### src/rtl/core/mcct_pkg.sv
// Shared widths, codes, sideband type and angle table for the collision test.
`default_nettype none
package mcct_pkg;

  // Input item and configuration formats
  localparam int POS_W      = 16;
  localparam int SPD_W      = 16;
  localparam int HDG_W      = 16;
  localparam int IN_DATA_W  = 8 * POS_W;
  localparam int OUT_DATA_W = 8;
  localparam int RAD_W      = 6;
  localparam int CFG_ADDR_W = 4;
  localparam int CFG_DATA_W = 32;

  // Register index (word address) and reset value
  localparam logic [1:0]       REG_RADIUS   = 2'd0;
  localparam logic [RAD_W-1:0] RADIUS_RESET = 6'd13;

  // Verdict codes
  localparam logic [2:0] VERDICT_HIT    = 3'd0;
  localparam logic [2:0] VERDICT_FAR    = 3'd1;
  localparam logic [2:0] VERDICT_RECEDE = 3'd2;
  localparam logic [2:0] VERDICT_OFFSET = 3'd3;
  localparam logic [2:0] VERDICT_BEYOND = 3'd4;

  // CORDIC heading unit
  localparam int CORDIC_STEPS = 14;
  localparam int CORDIC_LAT   = CORDIC_STEPS + 2;
  localparam int CORD_W       = 18;
  localparam int CORD_FRAC    = 15;
  localparam int ANG_W        = 17;
  localparam int MUL_W        = 35;
  localparam logic signed [CORD_W-1:0] CORDIC_X0 = 18'sd19899;

  // Datapath widths (Q.10 lengths)
  localparam int VEL_W   = 18;
  localparam int RVEL_W  = 19;
  localparam int DIFF_W  = 21;
  localparam int DOT_W   = 41;
  localparam int C2_W    = 42;
  localparam int M2_W    = 36;
  localparam int DIS_W   = 21;
  localparam int MAG_W   = 18;
  localparam int SPAN_W  = 17;
  localparam int SPAN2_W = 34;
  localparam int OFF_W   = 46;

  // Square root unit: one root bit per stage
  localparam int SQRT_IN_W   = 44;
  localparam int SQRT_OUT_W  = SQRT_IN_W / 2;
  localparam int SQRT_REM_W  = SQRT_OUT_W + 2;
  localparam int SQRT_STAGES = SQRT_OUT_W;

  // Divider: one quotient bit per stage
  localparam int DIV_DVD_W  = 40;
  localparam int DIV_DVS_W  = MAG_W;
  localparam int DIV_Q_W    = 22;
  localparam int DIV_STAGES = DIV_Q_W;

  // Values that ride along the long units
  typedef struct packed {
    logic signed [DOT_W-1:0] dot;
    logic [C2_W-1:0]         c2;
    logic [MAG_W-1:0]        mag;
    logic [DIV_Q_W-1:0]      proj;
    logic                    far;
    logic                    recede;
    logic                    offmiss;
  } side_t;

  // Arctangent steps in binary-angle units
  function automatic logic signed [ANG_W-1:0] atan_step(input logic [3:0] idx);
    logic signed [ANG_W-1:0] v;
    case (idx)
      4'd0:    v = 17'sd8192;
      4'd1:    v = 17'sd4836;
      4'd2:    v = 17'sd2555;
      4'd3:    v = 17'sd1297;
      4'd4:    v = 17'sd651;
      4'd5:    v = 17'sd326;
      4'd6:    v = 17'sd163;
      4'd7:    v = 17'sd81;
      4'd8:    v = 17'sd41;
      4'd9:    v = 17'sd20;
      4'd10:   v = 17'sd10;
      4'd11:   v = 17'sd5;
      4'd12:   v = 17'sd3;
      4'd13:   v = 17'sd1;
      default: v = 17'sd0;
    endcase
    return v;
  endfunction

endpackage
`default_nettype wire

### src/rtl/core/mcct_cordic.sv
// One ball lane: pipelined CORDIC heading vector and speed scaling to velocity.
`default_nettype none
module mcct_cordic import mcct_pkg::*; (
  input  wire logic                    clk,
  input  wire logic                    rst_n,
  input  wire logic                    ce,
  input  wire logic                    in_vld,
  input  wire logic [SPD_W-1:0]        in_speed,
  input  wire logic [HDG_W-1:0]        in_heading,
  output logic                         out_vld,
  output logic signed [VEL_W-1:0]      out_vx,
  output logic signed [VEL_W-1:0]      out_vy
);

  logic                     vld_r  [CORDIC_STEPS+1];
  logic signed [CORD_W-1:0] x_r    [CORDIC_STEPS+1];
  logic signed [CORD_W-1:0] y_r    [CORDIC_STEPS+1];
  logic signed [ANG_W-1:0]  z_r    [CORDIC_STEPS+1];
  logic                     flip_r [CORDIC_STEPS+1];
  logic [SPD_W-1:0]         spd_r  [CORDIC_STEPS+1];

  logic                     flip;
  logic [HDG_W-1:0]         hfold;
  logic                     vo_r;
  logic signed [VEL_W-1:0]  vx_r, vy_r;

  // Fold left half plane into right half; results get negated later
  assign flip  = in_heading[HDG_W-1] ^ in_heading[HDG_W-2];
  assign hfold = {in_heading[HDG_W-1] ^ flip, in_heading[HDG_W-2:0]};

  always_ff @(posedge clk) begin
    if (!rst_n) begin
      vld_r[0] <= 1'b0;
    end else if (ce) begin
      vld_r[0] <= in_vld;
    end
    if (ce) begin
      x_r[0]    <= CORDIC_X0;
      y_r[0]    <= '0;
      z_r[0]    <= ANG_W'($signed(hfold));
      flip_r[0] <= flip;
      spd_r[0]  <= in_speed;
    end
  end

  // Rotation stages, shifts round toward minus infinity
  for (genvar g = 1; g <= CORDIC_STEPS; g++) begin : g_rot
    logic signed [CORD_W-1:0] xs, ys;
    logic signed [ANG_W-1:0]  step;
    logic                     dir;
    assign xs   = x_r[g-1] >>> (g - 1);
    assign ys   = y_r[g-1] >>> (g - 1);
    assign step = atan_step(4'(g - 1));
    assign dir  = !z_r[g-1][ANG_W-1];

    always_ff @(posedge clk) begin
      if (!rst_n) begin
        vld_r[g] <= 1'b0;
      end else if (ce) begin
        vld_r[g] <= vld_r[g-1];
      end
      if (ce) begin
        x_r[g]    <= dir ? x_r[g-1] - ys : x_r[g-1] + ys;
        y_r[g]    <= dir ? y_r[g-1] + xs : y_r[g-1] - xs;
        z_r[g]    <= dir ? z_r[g-1] - step : z_r[g-1] + step;
        flip_r[g] <= flip_r[g-1];
        spd_r[g]  <= spd_r[g-1];
      end
    end
  end

  // Scale by speed: (speed * cos) >> 15 and (speed * sin) >> 15, floor
  logic signed [CORD_W-1:0] cs, sn;
  logic signed [SPD_W:0]    spd_s;
  logic signed [MUL_W-1:0]  prod_x, prod_y;

  assign cs     = flip_r[CORDIC_STEPS] ? -x_r[CORDIC_STEPS] : x_r[CORDIC_STEPS];
  assign sn     = flip_r[CORDIC_STEPS] ? -y_r[CORDIC_STEPS] : y_r[CORDIC_STEPS];
  assign spd_s  = $signed({1'b0, spd_r[CORDIC_STEPS]});
  assign prod_x = spd_s * cs;
  assign prod_y = spd_s * sn;

  always_ff @(posedge clk) begin
    if (!rst_n) begin
      vo_r <= 1'b0;
    end else if (ce) begin
      vo_r <= vld_r[CORDIC_STEPS];
    end
    if (ce) begin
      vx_r <= prod_x[CORD_FRAC+VEL_W-1:CORD_FRAC];
      vy_r <= prod_y[CORD_FRAC+VEL_W-1:CORD_FRAC];
    end
  end

  assign out_vld = vo_r;
  assign out_vx  = vx_r;
  assign out_vy  = vy_r;

endmodule
`default_nettype wire

### config.mk
export PLATFORM = sky130hd
export DESIGN_NAME = mcct_cordic
export DESIGN_NICKNAME = d
export VERILOG_FILES = /design/src/rtl/core/mcct_pkg.sv /design/src/rtl/core/mcct_cordic.sv
export SDC_FILE = /design/constraint.sdc
export NUM_CORES = 2
export LEC_CHECK = 0
export ABC_AREA = 1
export CORE_MARGIN = 4
export CORE_UTILIZATION = 42
export DETAILED_ROUTE_END_ITERATION = 10
export DONT_BUFFER_PORTS = 1
export GPL_TIMING_DRIVEN = 0
export HOLD_SLACK_MARGIN = 0.1
export PLACE_DENSITY_LB_ADDON = 0.1
export SETUP_SLACK_MARGIN = 0.2
export SLEW_MARGIN = 10
export SYNTH_ARGS = -nofsm -noshare
export SYNTH_HDL_FRONTEND = slang
export SYNTH_SLANG_ARGS = --single-unit
### constraint.sdc
create_clock -name clk -period 7.9 [get_ports clk]
set_clock_uncertainty 0.2 [all_clocks]
set_input_delay 1.185 -clock clk [delete_from_list [all_inputs] [get_ports clk]]
set_output_delay 1.185 -clock clk [all_outputs]
set_load 0.005 [all_outputs]
==> flow_metrics.env <==
export IMPL_status="finished clean"
export IMPL_drc=0
export IMPL_min_period_ns=7.42
export IMPL_ys_flop_type="edfxtp_1"
export IMPL_fin_ws_ns=0.478
export IMPL_finalSetupViolations=0
export IMPL_synth_top_cell_area_share_pct=34.1
export IMPL_critPathCapture="out_vx[16]"
export IMPL_worst_ep_required_time_ns=8.19
export IMPL_synth_edf_count=994
export IMPL_cpMostUsedCell="fa_1"
export IMPL_stdcell_area_sq_um=96000
export IMPL_drtIter0Drc=4686
export IMPL_cts_tree="yes"
export IMPL_hold_buffers=0
export IMPL_clock_latency_ns=0.79
export IMPL_cp_max_fo=10
export IMPL_yosys_register_bits=996
export IMPL_worstMarginPinSlew_ns=1.28
export IMPL_path_clk_slew_ns=0.07
export IMPL_nets=11400
export IMPL_first_pass_iters=6
export IMPL_hpwl_um=187000
export IMPL_ys_seq_area_share_pct=34.2
export IMPL_area_delta_synth_final_pct=9.74
export IMPL_ys_warn_count=0
export IMPL_wl_per_cell_um=17.9
export IMPL_die_area_sq_um=216000
export IMPL_hold_viol_final=0
export IMPL_via_per_inst=5.11
export IMPL_max_stage_delay_ns=0.66
export IMPL_start_kind="flop"
export IMPL_cts_buffers=117
export IMPL_syn_inst=9842
export IMPL_grt_pass1_wl_um=363000
export IMPL_cts_sinks=996
export IMPL_die_w_um=464
export IMPL_dp_slack_ns=-0.892
export IMPL_gp_congestion=0.944
export IMPL_grt_max_degree=281
export IMPL_track_usage_pct=21.2
export IMPL_antenna_left=0
export IMPL_drv_slew=0
export IMPL_maxCapViolCount=0
export IMPL_end_kind="flop"
export IMPL_max_freq_mhz=135
export IMPL_clockRootBuffer="clkbuf_16"
export IMPL_clock_path_buffers=3
export IMPL_hold_class="flop to flop"
export IMPL_grt_pass1_vias=65500
export IMPL_die_y_um=464
export IMPL_synthArstFlopShare_pct=0
export IMPL_syn_avg_cell_area_sq_um=8.89
export IMPL_antenna_found_initial=3
export IMPL_rsz0062_at_grt="yes"
export IMPL_whs_ns=0.210
export IMPL_ios=73
export IMPL_core_rowCount=167
export IMPL_r2r_cells=28
export IMPL_path_class="flop to flop"
export IMPL_timing_rr_start="x_r[1][112]"
export IMPL_cpMaxStageDelayCell="fa_2"
export IMPL_arrival_ns=7.71
export IMPL_placement_io_buffers=0
export IMPL_place_area_sq_um=91100
export IMPL_drive_gt1_share_pct=4.55
export IMPL_synth_area_leaders="edfxtp_1, fa_1, ha_1, nand2_1, inv_1"
export IMPL_routed_via_count=65900
export IMPL_synth_distinct_cells=61
export IMPL_critical_path_startpoint="x_r[1][112]"
export IMPL_syn_area_sq_um=87400
export IMPL_htreeDepth=3
export IMPL_yosysTopAreaCell="edfxtp_1"
export IMPL_relSlewSlack_pct=14.7
export IMPL_min_period_over_period_pct=93.9
export IMPL_reg2reg_to="out_vx[16]"
export IMPL_r2r_slack_ns=0.48
export IMPL_start_util_pct=42.2
export IMPL_core_sq_um=207000
export IMPL_wl_um=231000
export IMPL_grt_remaining_overflow=0
## area by class of cell
cell class / count / area (sq um)
inverter: 1724 / 6520
tap: 2788 / 3490
clock buffer: 133 / 3010
antenna: 1 / 2.50
clock inverter: 82 / 941
sequential: 996 / 29900
fill: 19900 / 111000
multi-input combinational: 7017 / 51300
timing repair buffer: 32 / 360
buffer: 109 / 483
## sequential cells by signal (all words and copies together) (netlist names)
name / flops
x_r: 234
out_vx: 18
flip_r: 15
z_r: 220
spd_r: 240
out_vy: 18
y_r: 235
vld_r: 15
out_vld: 1
## worst min-delay path by stage
stage                        startpoint  cells after the start           end  slack [ns]
after global placement        flip_r[2]                      0     flip_r[3]        0.20
after detailed placement   spd_r[0][16]                      0  spd_r[0][32]        0.20
after floorplan               flip_r[9]                      0    flip_r[10]        0.20
after CTS                 in_heading[5]                      0     z_r[0][5]        0.20
after global routing          flip_r[4]                      0     flip_r[5]        0.21
final                         flip_r[4]                      0     flip_r[5]        0.21
## critical path: cells and delay by family, from the launching register on
family	cells	cell delay, ns
adder cells (fa/ha/maj)	6	3.15
AND/OR/NAND/NOR	8	1.09
AO/OA/AOI/OAI	6	0.95
buffers and inverters	6	0.88
flip-flops	1	0.45
XOR/XNOR	2	0.40
## placed cells by master (no fill, tap or decap), types with 10 or more instances in the layout
cell,instances
clkinv_1,27
xnor2_1,191
buf_4,33
a21o_1,87
buf_2,11
edfxtp_1,994
clkbuf_1,90
fa_1,577
nand2_2,22
nor2_1,835
inv_2,16
o21a_1,19
xor2_1,592
nand3_1,459
clkinvlp_4,13
nor2_2,31
nand3b_1,10
a21oi_1,710
a21oi_2,17
clkinv_2,26
ha_1,787
clkbuf_16,118
nand4_1,54
o311ai_0,12
inv_1,1683
o31ai_1,68
o211ai_1,21
bufinv_16,15
nor4_1,17
o21bai_1,16
or2_2,18
o21ai_0,326
ha_2,16
a31oi_1,59
nor3_1,100
nand2_1,1837
ha_4,10
## synthesized netlist by cell type (6+ instances only)
library cell and number:
a21boi_0 9, a21o_1 87, a21oi_1 729, a31o_2 7
a31oi_1 61, buf_2 12, buf_4 6, clkbuf_1 85
clkinv_1 14, edfxtp_1 994, fa_1 580, ha_1 813
inv_1 1688, inv_2 19, nand2_1 1855, nand2_2 10
nand3_1 461, nand3b_1 10, nand4_1 54, nor2_1 859
nor2_2 9, nor3_1 102, nor4_1 18, o2111ai_1 7
o211ai_1 21, o21a_1 19, o21ai_0 338, o21bai_1 16
o311ai_0 12, o31ai_1 68, or2_1 6, or2_2 19
xnor2_1 191, xor2_1 601
## layer usage
metal | part of all wire [%] | track usage (%)
met5 | 0 | 0
met3 | 4.9 | 2.65
met2 | 46 | 35.1
met1 | 45 | 29.0
met4 | 3.6 | 6.42
## kinds of logic after synthesis
kind of cell,share of synthesized area [%]
AND/OR/NAND/NOR,16.0
AO/OA/AOI/OAI,8.92
adder cells (fa/ha/maj),24.9
other,0.00859
flip-flops,34.2
XOR/XNOR,8.06
buffers and inverters,7.93
## metrics by stage
step                std cells  utilization (%)  setup TNS (ns)
finish                  12900             46.3               0
global route            12900             46.3               0
CTS                     12900             46.0               0
detailed placement      12600             44.0           -8.40
global placement        12600             43.9           -8.36
floorplan                9846                -               0
## repair_timing
| item | 4_1_cts | 5_1_grt |
|---|---|---|
| cloned | 0 | 0 |
| setup buffers | 7 | 19 |
| pin swaps | 1 | 12 |
| resized for setup | 53 | 134 |
| setup endpoints to repair | 34 | 32 |
Power is not shown: default switching activity piles up to over one toggle a cycle in this logic, so the estimate is an artifact.
